$ cat src/rtl/seglcd_pkg.sv
package seglcd_pkg;

    // segment memory and cell geometry
    localparam int SEG_BYTES   = 40;
    localparam int ADDR_W      = 6;
    localparam int CELLS       = 6;
    localparam int FRAC_DIGITS = 3;
    localparam int FRAC_W      = 2;
    localparam int VALUE_W     = 16;
    localparam int RADIX_W     = 6;
    localparam int DIG_DEPTH   = 16;
    localparam int DIG_CNT_W   = 5;
    localparam int DIG_IDX_W   = 4;
    localparam int DIV_CNT_W   = 5;

    // position mod CELLS by reciprocal multiply, exact for 8-bit positions
    localparam logic [15:0] CELL_RECIP    = 16'd171;
    localparam int          CELL_RECIP_SH = 10;

    // tens digit by reciprocal multiply, exact below 100
    localparam logic [14:0] TEN_RECIP    = 15'd205;
    localparam int          TEN_RECIP_SH = 11;

    localparam logic [ADDR_W-1:0] DOT_BYTE       = 6'd14;
    localparam logic [7:0]        DOT_MASK       = 8'h81;
    localparam logic [7:0]        FONT_BASE      = 8'd46;
    localparam logic [7:0]        CODE_ZERO      = 8'd48;
    localparam logic [7:0]        CODE_ALPHA     = 8'd55;
    localparam logic [7:0]        CODE_UNDERLINE = 8'd95;
    localparam logic [7:0]        FLASH_NONE     = 8'hFF;
    localparam int                FLASH_BIT      = 2;
    localparam logic [7:0]        FIXED_INT_POS  = 8'd2;
    localparam logic [7:0]        FIXED_FRAC_POS = 8'd3;
    localparam logic [6:0]        SMALL_MAX      = 7'd99;

    // register map
    localparam int   CFG_ADDR_W = 3;
    localparam logic REG_FLASH  = 1'b0;

    // operation codes
    localparam logic [2:0] OP_CHAR   = 3'd0;
    localparam logic [2:0] OP_NUMBER = 3'd1;
    localparam logic [2:0] OP_FIXED  = 3'd2;
    localparam logic [2:0] OP_SMALL  = 3'd3;
    localparam logic [2:0] OP_CLEAR  = 3'd4;

    typedef enum logic [3:0] {
        S_IDLE,
        S_DIV_GO,
        S_DIV_WAIT,
        S_CHAR_START,
        S_CHAR_RD,
        S_CHAR_WR,
        S_DOT_RD,
        S_DOT_WR,
        S_SMALL,
        S_CLEAR,
        S_SINGLE
    } t_state;

    typedef struct packed {
        logic              rd_en;
        logic              wr_en;
        logic [ADDR_W-1:0] addr;
        logic [7:0]        wdata;
    } t_mem_req;

    typedef struct packed {
        logic               done;
        logic [VALUE_W-1:0] quot;
        logic [RADIX_W-1:0] rem;
    } t_div_res;

    // font entry bytes 0..3 from msb down
    function automatic logic [31:0] font_row(input logic [7:0] idx);
        logic [31:0] row;
        case (idx)
            8'd1:    row = 32'h00482200;
            8'd2:    row = 32'h5B48BA5A;
            8'd3:    row = 32'h5A000000;
            8'd4:    row = 32'h6D009836;
            8'd5:    row = 32'h7F009800;
            8'd6:    row = 32'h7E00006C;
            8'd7:    row = 32'h0112986C;
            8'd8:    row = 32'h3700987E;
            8'd9:    row = 32'h5A008800;
            8'd10:   row = 32'h7F00987E;
            8'd11:   row = 32'h7F00986C;
            8'd12:   row = 32'h00240000;
            8'd13:   row = 32'h00242200;
            8'd14:   row = 32'h005A0000;
            8'd15:   row = 32'h25001024;
            8'd16:   row = 32'h00006600;
            8'd17:   row = 32'h6C008836;
            8'd18:   row = 32'h6D48985A;
            8'd19:   row = 32'h7E00887E;
            8'd20:   row = 32'h7F249800;
            8'd21:   row = 32'h0100985A;
            8'd22:   row = 32'h5B249800;
            8'd23:   row = 32'h2500987E;
            8'd24:   row = 32'h0000887E;
            8'd25:   row = 32'h3700985A;
            8'd26:   row = 32'h7E00007E;
            8'd27:   row = 32'h01249800;
            8'd28:   row = 32'h5B001012;
            8'd29:   row = 32'h005A007E;
            8'd30:   row = 32'h0100105A;
            8'd31:   row = 32'h5A48445A;
            8'd32:   row = 32'h5A12445A;
            8'd33:   row = 32'h5B00985A;
            8'd34:   row = 32'h6C00887E;
            8'd35:   row = 32'h5B12985A;
            8'd36:   row = 32'h6C12887E;
            8'd37:   row = 32'h3700986C;
            8'd38:   row = 32'h00248800;
            8'd39:   row = 32'h5B00105A;
            8'd40:   row = 32'h0048225A;
            8'd41:   row = 32'h5A12225A;
            8'd42:   row = 32'h005A6600;
            8'd43:   row = 32'h00486600;
            8'd44:   row = 32'h0148BA00;
            8'd45:   row = 32'h0148BA00;
            8'd46:   row = 32'h0148BA00;
            8'd47:   row = 32'h0148BA00;
            8'd48:   row = 32'h0148BA00;
            8'd49:   row = 32'h01001000;
            default: row = 32'h00000000;
        endcase
        return row;
    endfunction

    // small-number glyph, byte 0 in the upper half
    function automatic logic [15:0] digit_pair(input logic [3:0] d);
        logic [15:0] p;
        case (d)
            4'd0:    p = 16'hDB7E;
            4'd1:    p = 16'h0A60;
            4'd2:    p = 16'hBD5A;
            4'd3:    p = 16'hAF78;
            4'd4:    p = 16'h6E64;
            4'd5:    p = 16'hE73C;
            4'd6:    p = 16'hF73E;
            4'd7:    p = 16'h8A68;
            4'd8:    p = 16'hFF7E;
            4'd9:    p = 16'hEE6C;
            default: p = 16'h0000;
        endcase
        return p;
    endfunction

    function automatic logic [7:0] digit_code(input logic [RADIX_W-1:0] d);
        logic [7:0] c;
        if (d < RADIX_W'(10)) begin
            c = CODE_ZERO + {2'b00, d};
        end else begin
            c = CODE_ALPHA + {2'b00, d};
        end
        return c;
    endfunction

    // first byte of the cell that holds a position
    function automatic logic [ADDR_W-1:0] cell_base(input logic [7:0] p);
        logic [15:0] prod;
        logic [7:0]  q6;
        logic [7:0]  r;
        prod = {8'b0, p} * CELL_RECIP;
        q6   = {2'b00, prod[15:CELL_RECIP_SH]} * 8'(CELLS);
        r    = p - q6;
        return ADDR_W'(2) + {1'b0, r[2:0], 2'b00};
    endfunction

endpackage

$ cat src/rtl/seglcd_mem.sv
module seglcd_mem (
    input  logic                   i_clk,
    input  logic                   i_rst_n,
    input  seglcd_pkg::t_mem_req   i_req,
    output logic [7:0]             o_rdata
);

    logic [7:0]                       r_mem [seglcd_pkg::SEG_BYTES];
    logic [seglcd_pkg::SEG_BYTES-1:0] r_vld;
    logic [7:0]                       r_rdata;

    always_ff @(posedge i_clk) begin
        if (i_req.wr_en) begin
            r_mem[i_req.addr] <= i_req.wdata;
        end
    end

    // entries not yet written read as zero
    always_ff @(posedge i_clk) begin
        if (!i_rst_n) begin
            r_vld <= '0;
        end else if (i_req.wr_en) begin
            r_vld[i_req.addr] <= 1'b1;
        end
    end

    always_ff @(posedge i_clk) begin
        if (i_req.rd_en) begin
            r_rdata <= r_vld[i_req.addr] ? r_mem[i_req.addr] : 8'h00;
        end
    end

    assign o_rdata = r_rdata;

endmodule

$ cat src/rtl/seglcd_div.sv
module seglcd_div (
    input  logic                                i_clk,
    input  logic                                i_rst_n,
    input  logic                                i_start,
    input  logic [seglcd_pkg::VALUE_W-1:0]      i_dividend,
    input  logic [seglcd_pkg::RADIX_W-1:0]      i_divisor,
    output seglcd_pkg::t_div_res                o_res
);

    logic                                 r_busy;
    logic                                 r_done;
    logic [seglcd_pkg::DIV_CNT_W-1:0]     r_cnt;
    logic [seglcd_pkg::VALUE_W-1:0]       r_quo;
    logic [seglcd_pkg::RADIX_W-1:0]       r_rem;
    logic [seglcd_pkg::RADIX_W-1:0]       r_div;
    logic [seglcd_pkg::RADIX_W:0]         trial;
    logic [seglcd_pkg::RADIX_W:0]         diff;
    logic                                 fits;

    // one quotient bit per cycle, restoring
    assign trial = {r_rem, r_quo[seglcd_pkg::VALUE_W-1]};
    assign diff  = trial - {1'b0, r_div};
    assign fits  = trial >= {1'b0, r_div};

    always_ff @(posedge i_clk) begin
        if (!i_rst_n) begin
            r_busy <= 1'b0;
            r_done <= 1'b0;
            r_cnt  <= '0;
        end else begin
            r_done <= 1'b0;
            if (i_start) begin
                r_busy <= 1'b1;
                r_cnt  <= '0;
            end else if (r_busy) begin
                r_cnt <= r_cnt + 1'b1;
                if (r_cnt == seglcd_pkg::DIV_CNT_W'(seglcd_pkg::VALUE_W - 1)) begin
                    r_busy <= 1'b0;
                    r_done <= 1'b1;
                end
            end
        end
    end

    always_ff @(posedge i_clk) begin
        if (i_start) begin
            r_quo <= i_dividend;
            r_rem <= '0;
            r_div <= i_divisor;
        end else if (r_busy) begin
            r_quo <= {r_quo[seglcd_pkg::VALUE_W-2:0], fits};
            r_rem <= fits ? diff[seglcd_pkg::RADIX_W-1:0] : trial[seglcd_pkg::RADIX_W-1:0];
        end
    end

    assign o_res.done = r_done;
    assign o_res.quot = r_quo;
    assign o_res.rem  = r_rem;

endmodule

$ cat src/rtl/segment_lcd_text_writer_unit.sv
// flow: a character runs a start state, then a read and a write state per cell byte in the memory
// a number first runs all its digits through the bit-serial divider, then draws them as characters
// clear writes every segment byte, a small number two bytes, and a bad radix or unknown operation
// gives one empty word; output stalls hold the block, and the next command is taken in idle
// reset: segment image reads as all zero at once (per-byte valid bits), no clearing pass;
// flash position returns to 255 and the flash counter to zero
module segment_lcd_text_writer_unit (
    input  logic                                   i_clk,
    input  logic                                   i_rst_n,

    // command channel
    input  logic                                   i_in_valid,
    output logic                                   o_in_stall,
    input  logic [2:0]                             i_operation,
    input  logic [7:0]                             i_position,
    input  logic [7:0]                             i_character,
    input  logic [seglcd_pkg::VALUE_W-1:0]         i_value,
    input  logic [seglcd_pkg::RADIX_W-1:0]         i_radix,

    // result channel, one word per segment byte write, plus empty words for bytes past the memory and rejected commands
    output logic                                   o_out_valid,
    input  logic                                   i_out_stall,
    output logic                                   o_write_enable,
    output logic [seglcd_pkg::ADDR_W-1:0]          o_segment_address,
    output logic [7:0]                             o_segment_data,
    output logic [7:0]                             o_end_position,
    output logic                                   o_bad_radix,
    output logic                                   o_last,

    // configuration port
    input  logic                                   psel,
    input  logic                                   penable,
    input  logic                                   pwrite,
    input  logic [seglcd_pkg::CFG_ADDR_W-1:0]      paddr,
    input  logic [31:0]                            pwdata,
    output logic [31:0]                            prdata,
    output logic                                   pready
);

    seglcd_pkg::t_state r_state, n_state;

    // latched command
    logic [2:0]                              r_op, n_op;
    logic [7:0]                              r_pos, n_pos;
    logic [7:0]                              r_char, n_char;
    logic [seglcd_pkg::VALUE_W-1:0]          r_value, n_value;
    logic [seglcd_pkg::VALUE_W-1:0]          r_num, n_num;
    logic [seglcd_pkg::RADIX_W-1:0]          r_divisor, n_divisor;

    // digit buffer, filled least significant first
    logic [seglcd_pkg::RADIX_W-1:0]          r_dig [seglcd_pkg::DIG_DEPTH];
    logic [seglcd_pkg::DIG_CNT_W-1:0]        r_ndig, n_ndig;
    logic [seglcd_pkg::DIG_CNT_W-1:0]        r_di, n_di;
    logic                                    dig_we;

    // fixed point fraction walk
    logic [seglcd_pkg::FRAC_W-1:0]           r_fi, n_fi;
    logic                                    r_frac_ph, n_frac_ph;
    logic [7:0]                              r_frac, n_frac;

    // current character cell
    logic [1:0]                              r_k, n_k;
    logic [seglcd_pkg::ADDR_W-1:0]           r_clr, n_clr;
    logic [seglcd_pkg::ADDR_W-1:0]           r_base, n_base;
    logic                                    r_upper, n_upper;
    logic [31:0]                             r_glyph, n_glyph;

    logic [7:0]                              r_end, n_end;
    logic                                    r_bad, n_bad;
    logic [7:0]                              r_flash_pos, n_flash_pos;
    logic [7:0]                              r_flash_cnt, n_flash_cnt;

    // output register
    logic                                    r_ovalid;
    logic                                    r_owe;
    logic [seglcd_pkg::ADDR_W-1:0]           r_oaddr;
    logic [7:0]                              r_odata;
    logic                                    r_olast;
    logic [7:0]                              r_oend;
    logic                                    r_obad;

    logic                                    emit;
    logic                                    e_we;
    logic [seglcd_pkg::ADDR_W-1:0]           e_addr;
    logic [7:0]                              e_data;
    logic                                    e_last;

    seglcd_pkg::t_mem_req                    mem_req;
    logic [7:0]                              mem_rdata;
    logic                                    div_start;
    seglcd_pkg::t_div_res                    div_res;

    logic                                    can_emit;
    logic                                    cfg_wr;
    logic                                    last_digit;
    logic                                    frac_last;
    logic                                    char_last;
    logic [seglcd_pkg::ADDR_W-1:0]           byte_addr;
    logic                                    byte_in_range;
    logic [7:0]                              glyph_byte;
    logic [7:0]                              merged;
    logic [11:0]                             frac_prod;
    logic [7:0]                              sel_pos;
    logic [7:0]                              sel_code;
    logic                                    flash_hit;
    logic [7:0]                              shown_code;
    logic [6:0]                              small_n;
    logic [14:0]                             tens_prod;
    logic [3:0]                              tens;
    logic [6:0]                              ones_w;
    logic [15:0]                             pair_t;
    logic [15:0]                             pair_o;
    logic [7:0]                              small_byte;
    seglcd_pkg::t_state                      adv_state;

    seglcd_mem u_mem (
        .i_clk   (i_clk),
        .i_rst_n (i_rst_n),
        .i_req   (mem_req),
        .o_rdata (mem_rdata)
    );

    seglcd_div u_div (
        .i_clk      (i_clk),
        .i_rst_n    (i_rst_n),
        .i_start    (div_start),
        .i_dividend (r_num),
        .i_divisor  (r_divisor),
        .o_res      (div_res)
    );

    // the output register frees when empty or when its word is taken this cycle
    assign can_emit = !r_ovalid || !i_out_stall;

    assign pready = 1'b1;
    assign cfg_wr = psel && penable && pwrite && (paddr[2] == seglcd_pkg::REG_FLASH);
    assign prdata = (paddr[2] == seglcd_pkg::REG_FLASH) ? {24'b0, r_flash_pos} : 32'b0;

    // where a character job sits in its command
    assign last_digit = (r_di == r_ndig - 1'b1);
    assign frac_last  = (r_fi == seglcd_pkg::FRAC_W'(seglcd_pkg::FRAC_DIGITS - 1));
    assign char_last  = (r_op == seglcd_pkg::OP_CHAR)
                     || (r_op == seglcd_pkg::OP_NUMBER && last_digit)
                     || (r_op == seglcd_pkg::OP_FIXED && r_frac_ph && frac_last);

    // cell byte k takes font byte 3-k, which sits at bits 8k+7:8k
    assign byte_addr     = r_base + {4'b0, r_k};
    assign byte_in_range = byte_addr < seglcd_pkg::ADDR_W'(seglcd_pkg::SEG_BYTES);
    assign glyph_byte    = 8'(r_glyph >> {r_k, 3'b000});
    assign merged        = r_upper ? {glyph_byte[7:4], mem_rdata[3:0]}
                                   : {mem_rdata[7:4], glyph_byte[3:0]};

    // next fraction digit: f = (f & 0xff) * 10, digit is f >> 8
    assign frac_prod = {4'b0, r_frac} * 12'd10;

    // character to place next, chosen by command and phase
    always_comb begin
        if (r_op == seglcd_pkg::OP_CHAR) begin
            sel_pos  = r_pos;
            sel_code = r_char;
        end else if (r_op == seglcd_pkg::OP_FIXED && r_frac_ph) begin
            sel_pos  = seglcd_pkg::FIXED_FRAC_POS + {6'b0, r_fi};
            sel_code = seglcd_pkg::CODE_ZERO + {4'b0, frac_prod[11:8]};
        end else begin
            sel_pos  = ((r_op == seglcd_pkg::OP_FIXED) ? seglcd_pkg::FIXED_INT_POS : r_pos)
                     - {3'b0, r_di};
            sel_code = seglcd_pkg::digit_code(r_dig[r_di[seglcd_pkg::DIG_IDX_W-1:0]]);
        end
    end

    // cursor blinks as underscore while counter bit 2 is set
    assign flash_hit  = (sel_pos == r_flash_pos);
    assign shown_code = (flash_hit && r_flash_cnt[seglcd_pkg::FLASH_BIT])
                      ? seglcd_pkg::CODE_UNDERLINE : sel_code;

    // small number, saturated at 99, split into tens and ones
    assign small_n   = (r_value > seglcd_pkg::VALUE_W'(seglcd_pkg::SMALL_MAX))
                     ? seglcd_pkg::SMALL_MAX : r_value[6:0];
    assign tens_prod = {8'b0, small_n} * seglcd_pkg::TEN_RECIP;
    assign tens      = tens_prod[14:seglcd_pkg::TEN_RECIP_SH];
    assign ones_w    = small_n - ({3'b0, tens} * 7'd10);
    assign pair_t    = seglcd_pkg::digit_pair(tens);
    assign pair_o    = seglcd_pkg::digit_pair(ones_w[3:0]);
    assign small_byte = r_k[0] ? {pair_o[7:4], pair_t[3:0]} : {pair_o[15:12], pair_t[11:8]};

    // where to go once a cell byte is done
    always_comb begin
        if (r_k != 2'd3) begin
            adv_state = seglcd_pkg::S_CHAR_RD;
        end else begin
            case (r_op)
                seglcd_pkg::OP_NUMBER: begin
                    adv_state = last_digit ? seglcd_pkg::S_IDLE : seglcd_pkg::S_CHAR_START;
                end
                seglcd_pkg::OP_FIXED: begin
                    if (r_frac_ph) begin
                        adv_state = frac_last ? seglcd_pkg::S_IDLE : seglcd_pkg::S_CHAR_START;
                    end else begin
                        adv_state = last_digit ? seglcd_pkg::S_DOT_RD
                                               : seglcd_pkg::S_CHAR_START;
                    end
                end
                default: begin
                    adv_state = seglcd_pkg::S_IDLE;
                end
            endcase
        end
    end

    // sequencer: next state, memory and divider requests, result words
    always_comb begin
        n_state     = r_state;
        n_op        = r_op;
        n_pos       = r_pos;
        n_char      = r_char;
        n_value     = r_value;
        n_num       = r_num;
        n_divisor   = r_divisor;
        n_ndig      = r_ndig;
        n_di        = r_di;
        n_fi        = r_fi;
        n_frac_ph   = r_frac_ph;
        n_frac      = r_frac;
        n_k         = r_k;
        n_clr       = r_clr;
        n_base      = r_base;
        n_upper     = r_upper;
        n_glyph     = r_glyph;
        n_end       = r_end;
        n_bad       = r_bad;
        n_flash_cnt = r_flash_cnt;
        n_flash_pos = cfg_wr ? pwdata[7:0] : r_flash_pos;
        mem_req     = '0;
        div_start   = 1'b0;
        dig_we      = 1'b0;
        emit        = 1'b0;
        e_we        = 1'b0;
        e_addr      = '0;
        e_data      = 8'h00;
        e_last      = 1'b0;
        o_in_stall  = 1'b1;

        case (r_state)
            seglcd_pkg::S_IDLE: begin
                o_in_stall = 1'b0;
                if (i_in_valid) begin
                    n_op      = i_operation;
                    n_pos     = i_position;
                    n_char    = i_character;
                    n_value   = i_value;
                    n_ndig    = '0;
                    n_di      = '0;
                    n_fi      = '0;
                    n_frac_ph = 1'b0;
                    n_frac    = i_value[7:0];
                    n_k       = '0;
                    n_clr     = '0;
                    n_end     = 8'h00;
                    n_bad     = (i_operation == seglcd_pkg::OP_NUMBER)
                             && (i_radix < seglcd_pkg::RADIX_W'(2));
                    if (i_operation == seglcd_pkg::OP_FIXED) begin
                        n_num     = {8'b0, i_value[15:8]};
                        n_divisor = seglcd_pkg::RADIX_W'(10);
                    end else begin
                        n_num     = i_value;
                        n_divisor = i_radix;
                    end
                    case (i_operation)
                        seglcd_pkg::OP_CHAR: begin
                            n_state = seglcd_pkg::S_CHAR_START;
                        end
                        seglcd_pkg::OP_NUMBER: begin
                            n_state = (i_radix < seglcd_pkg::RADIX_W'(2))
                                    ? seglcd_pkg::S_SINGLE : seglcd_pkg::S_DIV_GO;
                        end
                        seglcd_pkg::OP_FIXED: begin
                            n_state = seglcd_pkg::S_DIV_GO;
                        end
                        seglcd_pkg::OP_SMALL: begin
                            n_state = seglcd_pkg::S_SMALL;
                        end
                        seglcd_pkg::OP_CLEAR: begin
                            n_state = seglcd_pkg::S_CLEAR;
                        end
                        default: begin
                            n_state = seglcd_pkg::S_SINGLE;
                        end
                    endcase
                end
            end

            seglcd_pkg::S_DIV_GO: begin
                div_start = 1'b1;
                n_state   = seglcd_pkg::S_DIV_WAIT;
            end

            seglcd_pkg::S_DIV_WAIT: begin
                if (div_res.done) begin
                    dig_we = 1'b1;
                    n_ndig = r_ndig + 1'b1;
                    if (div_res.quot == '0) begin
                        n_state = seglcd_pkg::S_CHAR_START;
                        n_di    = '0;
                        if (r_op == seglcd_pkg::OP_NUMBER) begin
                            n_end = (r_value == '0) ? r_pos : r_pos - {3'b0, n_ndig};
                        end
                    end else begin
                        n_num   = div_res.quot;
                        n_state = seglcd_pkg::S_DIV_GO;
                    end
                end
            end

            seglcd_pkg::S_CHAR_START: begin
                if (flash_hit) begin
                    n_flash_cnt = r_flash_cnt + 1'b1;
                end
                if (r_op == seglcd_pkg::OP_FIXED && r_frac_ph) begin
                    n_frac = frac_prod[7:0];
                end
                n_glyph = seglcd_pkg::font_row(shown_code - seglcd_pkg::FONT_BASE);
                n_upper = sel_pos >= 8'(seglcd_pkg::CELLS);
                n_base  = seglcd_pkg::cell_base(sel_pos);
                n_k     = '0;
                n_state = seglcd_pkg::S_CHAR_RD;
            end

            seglcd_pkg::S_CHAR_RD: begin
                if (byte_in_range) begin
                    mem_req.rd_en = 1'b1;
                    mem_req.addr  = byte_addr;
                    n_state       = seglcd_pkg::S_CHAR_WR;
                end else if (can_emit) begin
                    // cell byte past the memory: empty word
                    emit    = 1'b1;
                    e_last  = char_last && (r_k == 2'd3);
                    n_k     = r_k + 1'b1;
                    n_state = adv_state;
                    if (r_k == 2'd3) begin
                        if (r_op == seglcd_pkg::OP_FIXED && r_frac_ph) begin
                            n_fi = r_fi + 1'b1;
                        end else begin
                            n_di = r_di + 1'b1;
                        end
                    end
                end
            end

            seglcd_pkg::S_CHAR_WR: begin
                if (can_emit) begin
                    mem_req.wr_en = 1'b1;
                    mem_req.addr  = byte_addr;
                    mem_req.wdata = merged;
                    emit    = 1'b1;
                    e_we    = 1'b1;
                    e_addr  = byte_addr;
                    e_data  = merged;
                    e_last  = char_last && (r_k == 2'd3);
                    n_k     = r_k + 1'b1;
                    n_state = adv_state;
                    if (r_k == 2'd3) begin
                        if (r_op == seglcd_pkg::OP_FIXED && r_frac_ph) begin
                            n_fi = r_fi + 1'b1;
                        end else begin
                            n_di = r_di + 1'b1;
                        end
                    end
                end
            end

            seglcd_pkg::S_DOT_RD: begin
                mem_req.rd_en = 1'b1;
                mem_req.addr  = seglcd_pkg::DOT_BYTE;
                n_state       = seglcd_pkg::S_DOT_WR;
            end

            seglcd_pkg::S_DOT_WR: begin
                if (can_emit) begin
                    mem_req.wr_en = 1'b1;
                    mem_req.addr  = seglcd_pkg::DOT_BYTE;
                    mem_req.wdata = mem_rdata | seglcd_pkg::DOT_MASK;
                    emit      = 1'b1;
                    e_we      = 1'b1;
                    e_addr    = seglcd_pkg::DOT_BYTE;
                    e_data    = mem_rdata | seglcd_pkg::DOT_MASK;
                    n_frac_ph = 1'b1;
                    n_fi      = '0;
                    n_state   = seglcd_pkg::S_CHAR_START;
                end
            end

            seglcd_pkg::S_SMALL: begin
                if (can_emit) begin
                    mem_req.wr_en = 1'b1;
                    mem_req.addr  = seglcd_pkg::ADDR_W'(r_k);
                    mem_req.wdata = small_byte;
                    emit   = 1'b1;
                    e_we   = 1'b1;
                    e_addr = seglcd_pkg::ADDR_W'(r_k);
                    e_data = small_byte;
                    e_last = r_k[0];
                    n_k    = r_k + 1'b1;
                    if (r_k[0]) begin
                        n_state = seglcd_pkg::S_IDLE;
                    end
                end
            end

            seglcd_pkg::S_CLEAR: begin
                if (can_emit) begin
                    mem_req.wr_en = 1'b1;
                    mem_req.addr  = r_clr;
                    mem_req.wdata = 8'h00;
                    emit   = 1'b1;
                    e_we   = 1'b1;
                    e_addr = r_clr;
                    e_last = (r_clr == seglcd_pkg::ADDR_W'(seglcd_pkg::SEG_BYTES - 1));
                    n_clr  = r_clr + 1'b1;
                    if (e_last) begin
                        n_state = seglcd_pkg::S_IDLE;
                    end
                end
            end

            seglcd_pkg::S_SINGLE: begin
                // bad radix or unknown operation: one empty closing word
                if (can_emit) begin
                    emit    = 1'b1;
                    e_last  = 1'b1;
                    n_state = seglcd_pkg::S_IDLE;
                end
            end

            default: begin
                n_state = seglcd_pkg::S_IDLE;
            end
        endcase
    end

    always_ff @(posedge i_clk) begin
        if (!i_rst_n) begin
            r_state <= seglcd_pkg::S_IDLE;
        end else begin
            r_state <= n_state;
        end
    end

    always_ff @(posedge i_clk) begin
        if (!i_rst_n) begin
            r_flash_pos <= seglcd_pkg::FLASH_NONE;
            r_flash_cnt <= 8'h00;
            r_ovalid    <= 1'b0;
        end else begin
            r_flash_pos <= n_flash_pos;
            r_flash_cnt <= n_flash_cnt;
            if (emit) begin
                r_ovalid <= 1'b1;
            end else if (!i_out_stall) begin
                r_ovalid <= 1'b0;
            end
        end
    end

    always_ff @(posedge i_clk) begin
        r_op      <= n_op;
        r_pos     <= n_pos;
        r_char    <= n_char;
        r_value   <= n_value;
        r_num     <= n_num;
        r_divisor <= n_divisor;
        r_ndig    <= n_ndig;
        r_di      <= n_di;
        r_fi      <= n_fi;
        r_frac_ph <= n_frac_ph;
        r_frac    <= n_frac;
        r_k       <= n_k;
        r_clr     <= n_clr;
        r_base    <= n_base;
        r_upper   <= n_upper;
        r_glyph   <= n_glyph;
        r_end     <= n_end;
        r_bad     <= n_bad;
        if (dig_we) begin
            r_dig[r_ndig[seglcd_pkg::DIG_IDX_W-1:0]] <= div_res.rem;
        end
        if (emit) begin
            r_owe   <= e_we;
            r_oaddr <= e_addr;
            r_odata <= e_data;
            r_olast <= e_last;
            r_oend  <= n_end;
            r_obad  <= r_bad;
        end
    end

    assign o_out_valid       = r_ovalid;
    assign o_write_enable    = r_owe;
    assign o_segment_address = r_oaddr;
    assign o_segment_data    = r_odata;
    assign o_end_position    = r_oend;
    assign o_bad_radix       = r_obad;
    assign o_last            = r_olast;

`ifndef SYNTHESIS
    // a byte write stays inside the segment image
    a_addr_range: assert property (@(posedge i_clk) disable iff (!i_rst_n)
        (o_out_valid && o_write_enable)
        |-> (o_segment_address < seglcd_pkg::ADDR_W'(seglcd_pkg::SEG_BYTES)))
        else $error("segment write beyond memory");

    // a bad radix gives a single empty closing word
    a_bad_single: assert property (@(posedge i_clk) disable iff (!i_rst_n)
        (o_out_valid && o_bad_radix) |-> (o_last && !o_write_enable))
        else $error("bad radix word malformed");

    // every memory write is reported as a word
    a_write_reported: assert property (@(posedge i_clk) disable iff (!i_rst_n)
        mem_req.wr_en |-> (emit && e_we))
        else $error("memory write without result word");

    // digit buffer never overflows
    a_digit_count: assert property (@(posedge i_clk) disable iff (!i_rst_n)
        (r_state == seglcd_pkg::S_DIV_WAIT)
        |-> (r_ndig < seglcd_pkg::DIG_CNT_W'(seglcd_pkg::DIG_DEPTH)))
        else $error("digit buffer overflow");
`endif

endmodule

$ cat config.mk
export PLATFORM = sky130hd
export DESIGN_NAME = segment_lcd_text_writer_unit
export DESIGN_NICKNAME = d
export VERILOG_FILES = /design/src/rtl/seglcd_pkg.sv /design/src/rtl/seglcd_mem.sv /design/src/rtl/seglcd_div.sv /design/src/rtl/segment_lcd_text_writer_unit.sv
export SDC_FILE = /design/constraint.sdc
export NUM_CORES = 1
export LEC_CHECK = 0
export ABC_AREA = 1
export ABC_CLOCK_PERIOD_IN_PS = 19200
export BUFFER_PORTS_ARGS = -buffer_cell sky130_fd_sc_hd__buf_2
export CAP_MARGIN = 20
export CORE_UTILIZATION = 65
export CTS_BUF_LIST = sky130_fd_sc_hd__clkbuf_8
export DETAILED_ROUTE_END_ITERATION = 12
export PLACE_DENSITY = 0.84
export REMOVE_ABC_BUFFERS = 1
export SYNTH_ARGS = -nofsm -noshare
export SYNTH_HDL_FRONTEND = slang
export SYNTH_SLANG_ARGS = --single-unit
$ cat constraint.sdc
create_clock -name i_clk -period 19.2 [get_ports i_clk]
set_clock_uncertainty 0.2 [all_clocks]
set_input_delay 2.88 -clock i_clk [delete_from_list [all_inputs] [get_ports i_clk]]
set_output_delay 2.88 -clock i_clk [all_outputs]
set_load 0.01 [all_outputs]
## After elaboration in Yosys (flattened, before gate mapping)

Memory sizes are Yosys's and may differ from the RTL's. A register that Yosys moved wholly into a read port is not among the register bits.
Cells that the tools add are included.
W data, S select, Z words.

- Register bits after elaboration: 255
- Memory bits (writable): 416
- Memory bits (read-only): 2,112
- Input port bits: 83
- Output and inout bits: 60
- Logic and storage cells: 281
- Memories kept: 5

- Add/sub/neg operators: 20
- Multiply operators: 5
- Magnitude comparators: 8
- Equal/unequal tests: 36
- Shift-type cells: 1
- Mux-type cells: 120
- Bitwise operators: 4
- Reductions and logical operators: 47

Memories:

| memory | depth | width | rd ports | clocked after Yosys merged registers in | write ports | RTL line | text |
|---|---|---|---|---|---|---|---|
| (name not given) | 64 | 26 | 1 | 1 | 0 | seglcd_pkg.sv:77 | `case (idx)` |
| u_mem.r_mem | 40 | 8 | 1 | 1 | 1 | seglcd_mem.sv:8 | `logic [7:0] r_mem [seglcd_pkg::SEG_BYTES];` |
| (name not given) | 16 | 14 | 1 | 0 | 0 | seglcd_pkg.sv:135 | `case (d)` |
| (name not given) | 16 | 14 | 1 | 0 | 0 | seglcd_pkg.sv:135 |  |
| r_dig | 16 | 6 | 1 | 1 | 1 | segment_lcd_text_writer_unit.sv:51 | `logic [seglcd_pkg::RADIX_W-1:0] r_dig [seglcd_pkg::DIG_DEPTH];` |

Operators by type and width:

| operator | count |
|---|---|
| $mux W8 | 18 |
| $mux W16 | 6 |
| $mux W15 | 4 |
| $mux W4 | 13 |
| $pmux W4 S11 | 1 |
| $mux W5 | 8 |
| $or A40 B40 Y40 | 1 |
| $mux W6 | 6 |
| $pmux W6 S6 | 1 |
| $logic_not A16 Y1 | 2 |
| $pmux W16 S2 | 1 |
| $pmux W8 S2 | 2 |
| $pmux W8 S4 | 1 |
| $shr A32 B5 Y8 | 1 |
| $mux W1 | 25 |
| $mux W2 | 12 |
| $ne A2 B2 Y1 const B | 12 |
| $pmux W6 S4 | 1 |
| $pmux W8 S3 | 1 |
| $mux W7 | 3 |
| $pmux W4 S5 | 1 |
| $pmux W5 S4 | 1 |
| $eq A4 B3 Y1 const B | 4 |
| $gt A16 B7 Y1 const B | 1 |
| 67 further kinds | 115 |

## Longest topological paths before layout

Gate-level depths: netlist of run 1.
An unclocked memory read counts as a cell.

- Depth after elaboration: 14
- Gate-level depth with buffers: 33
- Mapped depth without buffers: 32

## Hierarchy

From an unflattened synthesis of run 1, not the netlist that was laid out.

- Cells, all modules: 3,776
- Area, all modules: 34,299.1 µm²

By module, submodules not included:

| module | times used | cells an instance | area an instance (µm²) |
|---|---|---|---|
| segment_lcd_text_writer_unit | 1 | 1,978 | 16,632.2 |
| seglcd_mem | 1 | 1,584 | 15,843.9 |
| seglcd_div | 1 | 214 | 1,823.0 |

## Least setup slack after synthesis of run 1

No wires, ideal clock.

- Kind: register -> register
- From: register r_value[3] (netlist name)
- To: register r_odata[6], in the netlist o_segment_data[6], data pin
- Setup time: 0.414 ns
- Arrival: 6.005 ns
- Data required time: 18.586 ns
- Slack: 12.581 ns
- Cell stages (with the launch flop): 33
- Path buffers: 1
- Period minus slack after synthesis: 6.619 ns
- Cells stage by stage: edfxtp_1 > inv_1 > nand2_1 > o211ai_1 > and3_1 > clkinv_1 > nor2_1 > inv_1 > ha_1 > inv_1 > fa_1 > inv_1 > ha_1 > inv_1 > fa_1 > inv_1 > ha_1 > nand2_1 > nor2_1 > nand2_1 > nand2_1 > nand2_1 > nand2_1 > inv_1 > ha_1 > fa_1 > clkbuf_1 > nand2_1 > nand2_1 > nor2_1 > nand2_1 > nand2_1 > o21bai_1

- Longest elaborated chain between the ends: 9

RTL lines:

| what | RTL line | text |
|---|---|---|
| start, declared | segment_lcd_text_writer_unit.sv:46 | `logic [seglcd_pkg::VALUE_W-1:0] r_value, n_value;` |
| start signal, assigned | segment_lcd_text_writer_unit.sv:468 | `r_value <= n_value;` |
| $gt A16 B7 Y1 | segment_lcd_text_writer_unit.sv:177 | `assign small_n = (r_value > seglcd_pkg::VALUE_W'(seglcd_pkg::SMALL_MAX))` |
| $mux W7 (*) | segment_lcd_text_writer_unit.sv:178 | `? seglcd_pkg::SMALL_MAX : r_value[6:0];` |
| $mul A7 B8 Y15 | segment_lcd_text_writer_unit.sv:179 | `assign tens_prod = {8'b0, small_n} * seglcd_pkg::TEN_RECIP;` |
| $mul A4 B3 Y3 | segment_lcd_text_writer_unit.sv:181 | `assign ones_w = small_n - ({3'b0, tens} * 7'd10);` |
| $sub A4 B4 Y4 (*) | segment_lcd_text_writer_unit.sv:181 |  |
| $mem_v2 Z16 W14 (*) | -- |  |
| $mux W8 (*) | segment_lcd_text_writer_unit.sv:184 | `assign small_byte = r_k[0] ? {pair_o[7:4], pair_t[3:0]} : {pair_o[15:12], pair_t[11:8]};` |
| $mux W8 (*) | segment_lcd_text_writer_unit.sv:393 | `if (can_emit) begin` |
| $pmux W8 S3 (*) | segment_lcd_text_writer_unit.sv:243 | `case (r_state)` |
| net e_data[6] | segment_lcd_text_writer_unit.sv:85 | `logic [7:0] e_data;` |
| end signal, assigned | segment_lcd_text_writer_unit.sv:489 | `r_odata <= e_data;` |
| end, declared | segment_lcd_text_writer_unit.sv:77 | `logic [7:0] r_odata;` |

The timed path passes the listed nets; every way through them passes the cells marked *.
A chain may end at the register's enable or synchronous reset.

## Worst setup path after layout of run 1

- From: input port i_out_stall
- To: memory u_mem.r_mem[18][6], enable pin

- Longest elaborated chain between the ends: 6
- Elaborated cells on any way between the ends: 10
- Classes of those cells: 8 x mux; 2 x reduce/logical

RTL lines:

| what | RTL line | text |
|---|---|---|
| start, declared | segment_lcd_text_writer_unit.sv:22 | `input logic i_out_stall,` |
| $logic_not A1 Y1 (*) | -- |  |
| $logic_or A1 B1 Y1 (*) | segment_lcd_text_writer_unit.sv:133 | `assign can_emit = !r_ovalid \|\| !i_out_stall;` |
| $mux W15, on equally long branches | -- |  |
| $pmux W1 S4 | segment_lcd_text_writer_unit.sv:243 |  |
| $mux W1 | seglcd_mem.sv:13 | `if (i_req.wr_en) begin` |
| $mux W1 (not written as such) | seglcd_mem.sv:14 | `r_mem[i_req.addr] <= i_req.wdata;` |
| end, declared | seglcd_mem.sv:8 |  |

Mark *: on every way between the ends. The rest lies on a longest branch, timed or not.

==> summary by stage, run 1 <==
Timing
The max-slew headroom at the worst pin is 25.1%. After layout, the minimum clock period comes to 6950 ps. Setup repair after global routing left no endpoint under its margin. The total count of max-transition violations in the final report is 0. The number of failing hold endpoints at the final stage is 0.

Setup violations remaining at the end of the flow were counted as 0. The maximum achievable frequency is 144 MHz. Of the available clock period, the critical path in the final layout requires between 30 and 40%.

The slew of the pin with the lowest slew margin is between 1000 and 1500 ps. After routing, the total negative slack on setup checks comes to 0 ps.

Setup path
For the worst setup path, the data required time is between 15000 and 20000 ps. Along the worst path, the maximum fanout reaches 26. The critical path capture point type is a register. The depth of the most critical reg-to-reg path is 32. The category of the most critical setup path is in -> reg. On the worst path, the slowest cell contributes a delay of around 870 ps. The arrival time reported for the critical path endpoint is 7080 ps.

The startpoint identified for the worst register-to-register timing path is r_value[12]. STA classifies the critical path startpoint as a primary input. Walking the worst path, the cells encountered are buf_2 > nand2_1 > inv_1 > nor2_1 > nand2_1 > nand3_1 > nor2_2 > nand2_4 > inv_2 > nor3_4 > buf_4 > inv_1 > nor2_1. The beginning of the critical path is i_out_stall.

Among all stages on the critical path, the largest delay is contributed by nor2_1.

Finish
The area of the multi-input gates is 11400 um2. The layout filler cell count is 3402. The top cell types in the final layout, fill and taps aside, are nand2_1 (624), edfxtp_1 (575), nor2_1 (440).

Once layout is complete, the utilization of the core stands at approximately 72%. Cells with a size suffix above 1 make up roughly 10% of the layout. In the final design database the tool counted between 3000 and 4000 nets. Across the whole layout, storage elements account for 18900 um2.

Leaving out fill and tap cells, the most frequent cell in the layout is nand2_1. Compared with the post-synthesis result, the final layout area differs by 8.81%.

Min path
The min-delay analysis places its worst path in the category reg -> reg. The worst hold path begins at r_divisor[2]. The hold-critical path depth is 0.

Clocking
The total CTS buffers is 100. The maximum level of the CTS H-tree is 3. The post-CTS setup buffer count is 0. The total clock sinks is 656.

The root buffer cell chosen for the clock tree is clkbuf_8. The post-cts gate resize count is 0. For this design, the CTS-stage hold fixing added 0 buffers. At the later pin of the worst-skew pair, clock insertion delay measures approximately 740 ps. TritonCTS built the clock tree. The number of buffers on the longest clock path is 3.

The clock slew at the register clock pins of the worst setup and hold paths is about 60 ps.

Floorplanning
The floorplan has between 80 and 90 rows. For this configuration, the core starts out at a cell density of between 60% and 70%. The die outline width is around 220 um.

The floorplan step defined a core boundary enclosing between 40000 and 50000 um2. The vertical extent of the die is between 200 and 250 um. The area of the die is between 50000 and 60000 um2. The number of top-level design ports is about 140.

GRT
The number of antenna violations at the first check in global routing is 2. The final global-route overflow total is 0. Global routing used approximately 32% of the available tracks across all layers. The via count of the first global-routing pass is 23932. The pin count of the biggest net entering global routing is between 90 and 100.

The wire length of the first global-routing pass is around 120000 um.

Flow run
The tool flagged a number of max-cap violations equal to 0.

Route
The DRC violation count after routing is 0. The length of the first detailed-routing pass in iterations is 6. Using the TritonRoute via totals, the vias-per-cell ratio works out to around 5.9.

The count of nets left with antenna violations once routing finished came out at 0. After detailed routing, the total wire length is around 80000 um. The vias after detailed routing is between 20000 and 25000. For this block, the initial DRC count from the detailed router was 2885. After detailed routing, the average wire length per cell comes to just under 20 um.

Synthesis
The average footprint of a synthesized cell is 10.1 um2. After synthesis the netlist holds a flip-flop and latch count of approximately 660. The yosys synthesis warning count is 0. The post-synthesis instance total is 3188. Of the synthesized area, sequential elements account for 58.8%.

The most used flip-flop cell after synthesis is edfxtp_1. The distinct cell type count after synthesis is 65. The cell type with the highest aggregate area in the netlist is edfxtp_1. Sorting the synthesized cells by area gives the leading types as edfxtp_1 (54%), nand2_1 (7.3%), nor2_1 (5.2%). The synthesized cell area is roughly 32000 um2. In the synthesized netlist the async set-or-reset flop fraction comes to 0%. The area share of the largest cell type after synthesis is between 50% and 60%. In this run, synthesis inferred between 500 and 600 flip-flops with an integrated enable.

Outcome
The flow ran to the end, and the final reports show no timing, DRC or antenna violations.

Placement
Port buffering added 91 buffers. Detailed placement finished with a half-perimeter wire length of about 52000 um. The final weighted congestion in routability-driven placement is about 0.9.
==> state kept, by name (all words and copies together), names as in the netlist, 8 cells and up, named ones only <==
register and count:
o_end_position 8, r_char 8, r_flash_pos 8, r_value 16
o_segment_data 8, r_dig 96, u_mem.r_mem 320, r_pos 8
r_end 8, u_div.r_quo 16, r_frac 8, r_glyph 13
u_mem.r_vld 40, u_mem.o_rdata 8, r_num 16
==> final cells by class <==
| class | count | area share [%] |
|---|---|---|
| flip-flops and latches | 656 | 54.0 |
| multi-input cells | 2094 | 32.6 |
| clock buffers | 114 | 4.49 |
| inverters | 331 | 3.56 |
| well taps | 664 | 2.38 |
| repair buffers | 116 | 1.96 |
| clock inverters | 75 | 1.02 |
| diodes | 3 | 0.0215 |
==> routing by layer <==
layer	GRT usage, %	wire, um
met5	0	8
met4	18.2	4210
met3	5.76	7100
met2	53.1	38300
met1	40.0	30000
==> synthesized netlist by cell type, types with 6 or more instances <==
library cell,n
nor2_4,8
o21ai_1,13
o211ai_1,25
ha_1,128
a21oi_1,102
nand3_2,6
clkbuf_1,53
buf_2,28
o31ai_1,6
nand4_1,42
nand2_1,624
fa_1,24
nand2_2,10
edfxtp_1,575
buf_4,36
nor2_2,8
inv_1,307
buf_6,10
nand2_4,8
xor2_1,20
o22ai_1,44
o21ai_0,237
a22o_1,10
o2111ai_1,9
nor2_1,442
a221oi_1,8
xnor2_1,17
dfxtp_1,81
nor3_1,19
nand3b_1,7
or2_2,12
nand3_1,176
inv_2,19
==> path summary, 6_finish.rpt <==
kind / end / slack [ps]
worst min register to register: u_div.r_div[2] / 220
worst max register to register: u_mem.r_mem[12][5] / 12530
worst min-delay path: u_div.r_div[2] / 220
worst max-delay path: u_mem.r_mem[18][6] / 12250
==> through the flow <==
step	instance area [um2]	cells	setup slack (ps)	hold WS, ps
5_1_grt	35000	4050	11970	224
4_1_cts	34900	4047	12420	220
3_3_place_gp	33000	3857	11800	202
3_5_place_dp	33000	3858	11680	205
6_report	35000	4053	12250	219
2_1_floorplan	31500	3081	11910	200
==> worst max-delay path: cells and delay by family <==
kind	cells	cell delay (ps)
and+or+nand+nor	8	2940
buffers and inverters	5	1240
==> cells by family (layout without fill, tap and decap cells) <==
kind of cell / after synthesis / count (layout) / synth area share [%]
other cells: 2 / 28 / 0.0234
xor+xnor: 37 / 37 / 1.01
flops: 656 / 656 / 58.8
fa+ha+maj: 152 / 152 / 6.48
compound gates: 497 / 497 / 8.95
simple gates: 1383 / 1383 / 18.6
buf+inv: 461 / 636 / 6.16
Power of run 1 is not shown: default switching activity piles up to over one toggle a cycle in this logic, so the estimate is an artifact.
==> run 2: changes to the inputs <==
--- a/config.mk
+++ b/config.mk
@@ -6,13 +6,13 @@
 export NUM_CORES = 1
 export LEC_CHECK = 0
 export ABC_AREA = 1
-export ABC_CLOCK_PERIOD_IN_PS = 19200
+export ABC_CLOCK_PERIOD_IN_PS = 6000
 export BUFFER_PORTS_ARGS = -buffer_cell sky130_fd_sc_hd__buf_2
 export CAP_MARGIN = 20
-export CORE_UTILIZATION = 65
+export CORE_UTILIZATION = 58
 export CTS_BUF_LIST = sky130_fd_sc_hd__clkbuf_8
 export DETAILED_ROUTE_END_ITERATION = 12
-export PLACE_DENSITY = 0.84
+export PLACE_DENSITY = 0.79
 export REMOVE_ABC_BUFFERS = 1
 export SYNTH_ARGS = -nofsm -noshare
 export SYNTH_HDL_FRONTEND = slang
==> constraint.sdc (replaced) <==
create_clock -name i_clk -period 6 [get_ports i_clk]
set_clock_uncertainty 0.2 [all_clocks]
set_input_delay 0.9 -clock i_clk [delete_from_list [all_inputs] [get_ports i_clk]]
set_output_delay 0.9 -clock i_clk [all_outputs]
set_load 0.01 [all_outputs]
==> run 2 against run 1 <==
Effect of this change:
- the flow now finishes with violations (negative setup slack)
- design area up 3.3%
- sequential cell count unchanged
- utilization down 5.0 points
- global-route usage down 3.7 points
- critical endpoint is now u_mem.r_mem[13][5]
- register-to-register slack worse by 13000 ps
- count of clock-buffer cells in the layout up 8
- hold slack worse by 56 ps
==> summary by stage, run 2 (synthesized netlist as in run 1, its figures left out) <==
Clocking
The clock tree from TritonCTS is yes. The maximum level of the CTS H-tree is 3 (unchanged). The total clock sinks is 656 (unchanged). The clock slew at the register clock pins of the worst setup and hold paths is 70 ps (about the same). The insertion delay of the later-clocked pin in the worst-skew pair came to 720 ps (-20 ps). The number of buffers on the longest clock path is 3 (unchanged). CTS placed an instance of clkbuf_8 at the clock tree root. The total CTS buffers is 101 (+1.0%).

Min path
The tightest min-delay check is of the in -> reg type. The hold-critical path depth is 1 (+1). The worst min-delay path endpoint is r_char[1]. The worst hold path begins at i_character[1].

Floorplanning
The area of the die is 56400 um2 (+12%). The core area is 54200 um2 (+11%). The number of top-level design ports is 143 (unchanged). The die outline width is 237 um (+5.8%). The vertical extent of the die is 237 um (+5.8%).

The total number of placement rows was 85 (+4.9%). The starting density of the core is 59.3% (-6.5 points).

Outcome
The final reports fail on negative setup slack. The run finished, with violations left.

Timing
The worst path in the final design needs a cycle of 6020 ps, including I/O delays and setup. The share of the clock period used by the worst path is 100%. The slew of the pin with the lowest slew margin came to 1110 ps (-16.8 ps).

The count of final setup violators is 12 (+12). The max-slew headroom at the worst pin is 26.2% (+1.1 points). For this run, the top clock speed supported by timing is 166 MHz. The slack of the critical path is -22.3 ps (-12270 ps).

The number of failing hold endpoints at the final stage is 0 (unchanged). The aggregate negative setup slack was -172 ps (-172 ps). The total count of max-transition violations in the final report is 0 (unchanged).

Finish
Leaving out fill and tap cells, the most frequent cell in the layout is nand2_1. The library cells used most frequently in the layout, excluding fill and tap cells, are nand2_1 (615), edfxtp_1 (575), nor2_1 (431). The layout filler cell count is 3958 (+16%). The final instance area is 36100 um2 (+3.3%). The area growth from synthesis to layout is 12.4%. The area of the multi-input gates is 11700 um2 (+3.1%). The number of nets at the end of the flow is 3589 (+1.6%). The top register by number of flip-flops is u_mem.r_mem.

The area taken by flip-flops and latches came to 18900 um2 (unchanged). The share of final-layout standard cells stronger than drive strength 1 is 13.7% (+3.5 points). The utilization of the core after routing is 66.6% (-5.0 points). The number of flip-flops under the largest register name is 320 (unchanged).

Setup path
The category of the most critical setup path is reg -> reg. The maximum single-stage delay on the critical path is 550 ps (-320 ps). The slack of the worst reg-to-reg path came to -20 ps (-12550 ps). The depth of the most critical reg-to-reg path is 28 (-13%). The arrival time reported for the critical path endpoint is 6270 ps (-810 ps). By instance count, the cell type seen most on the critical path is ha_4. In this run the critical register-to-register path is launched from r_value[3]. In this run the critical register-to-register path is captured at u_mem.r_mem[13][5]. The worst setup path is captured at a register. The largest driver fanout on the critical path was 8 (-69%).

The cell with the largest stage delay on the worst path is fa_1. The required time of the critical path came to 6250 ps (-13080 ps). STA classifies the critical path startpoint as a register.

GRT
The number of antenna violations at the first check in global routing was 4 (+2). The met1 track utilization from global routing is 36.5% (-3.4 points). The wire length of the first global-routing pass is 124000 um (-0.29%).

The pin count of the biggest net entering global routing is 93 (-4.1%). The met2 routing resource usage after global routing is 46.3% (-6.8 points). The overall routing resource usage is 28.4% (-3.7 points). The final global-route overflow total is 0 (unchanged). The busiest layer in global routing is met2.

The met3 routing resource usage after global routing was 5.93% (+0.17 points). The via count of the first global-routing pass is 23499 (-1.8%).

Flow run
The max-cap check violation count is 0 (unchanged).

Route
The length of the first detailed-routing pass in iterations was 8 (+2). The total wire length after detailed routing is 82300 um (+3.4%). The DRC violation count after routing is 0 (unchanged).

The vias after detailed routing came to 24316 (+1.2%). The count of nets left with antenna violations after detail routing is 0 (unchanged). The mean number of vias per cell was 5.87 (-0.95%).

The count of routing violations after the opening detailed-route iteration is 2570 (-11%). The average detailed-routed wire length per instance is 19.9 um (+1.2%).

Placement
The detailed-placement wirelength estimate is 53600 um (+2.7%). The final weighted congestion in routability-driven placement is 0.946 (+2.7%). The total of buffers placed on input and output ports is 91 (unchanged). The total placed instance area is 33400 um2 (+1.2%).
[run 2: cell types whose count changed in the layout (fill, tap and decap cells not counted), sizes merged]
cell / previous run / this run
buf: 116 / 166
bufinv: 0 / 5
clkbuf: 114 / 126
clkinv: 29 / 30
clkinvlp: 1 / 2
diode: 3 / 2
inv: 376 / 364
[run 2: worst max-delay path: cells and delay by family (launching register included)]
kind | cells | cell delay, ps
fa+ha+maj | 7 | 2110
buf+inv | 7 | 830
compound gates | 4 | 760
simple gates | 10 | 1480
flops | 1 | 390
[run 2: area by class of cell]
type	instances	share of cell area, %
Sequential cell	656	52.3
Timing Repair Buffer	170	3.39
Antenna cell	2	0.0139
Tap cell	696	2.41
Multi-Input combinational cell	2094	32.5
Inverter	331	3.47
Clock inverter	70	1.25
Clock buffer	122	4.65
[run 2: worst max-delay path by stage]
stage	startpoint	end	depth (start not counted)
after floorplan	r_value[3]	o_segment_data[6]	30
after global placement	r_value[12]	u_mem.r_mem[27][5]	30
after detailed placement	r_value[15]	u_mem.r_mem[35][5]	31
after CTS	r_op[2]	r_base[4]	27
after global routing	r_value[2]	u_mem.r_mem[13][5]	32
final	r_value[3]	u_mem.r_mem[13][5]	28
[run 2: per-stage QoR]
step	instances	setup slack, ps	hold WS [ps]
after floorplan	3081	-556	200
after global placement	3928	40.2	204
after detailed placement	3928	-10.3	207
after CTS	4120	12.2	128
after global routing	4139	-149	143
final	4141	-22.3	163
[run 2: repair_timing]
action                                  CTS  global route
cloned                                    0             7
endpoints found under the setup margin   74           248
gates resized for setup                   2            78
setup buffers                             0            12
pin swaps                                 0            43
hold buffers                              0             0
[run 2: layer usage]
layer,wire (um),vias to the layer above,part of all wire (%)
li1,-,11226,-
met1,32000,11523,39
met2,39200,1316,48
met3,7980,245,9.7
met4,3130,6,3.8
met5,39,-,0.047
Power of run 2 is left out for the same reason.
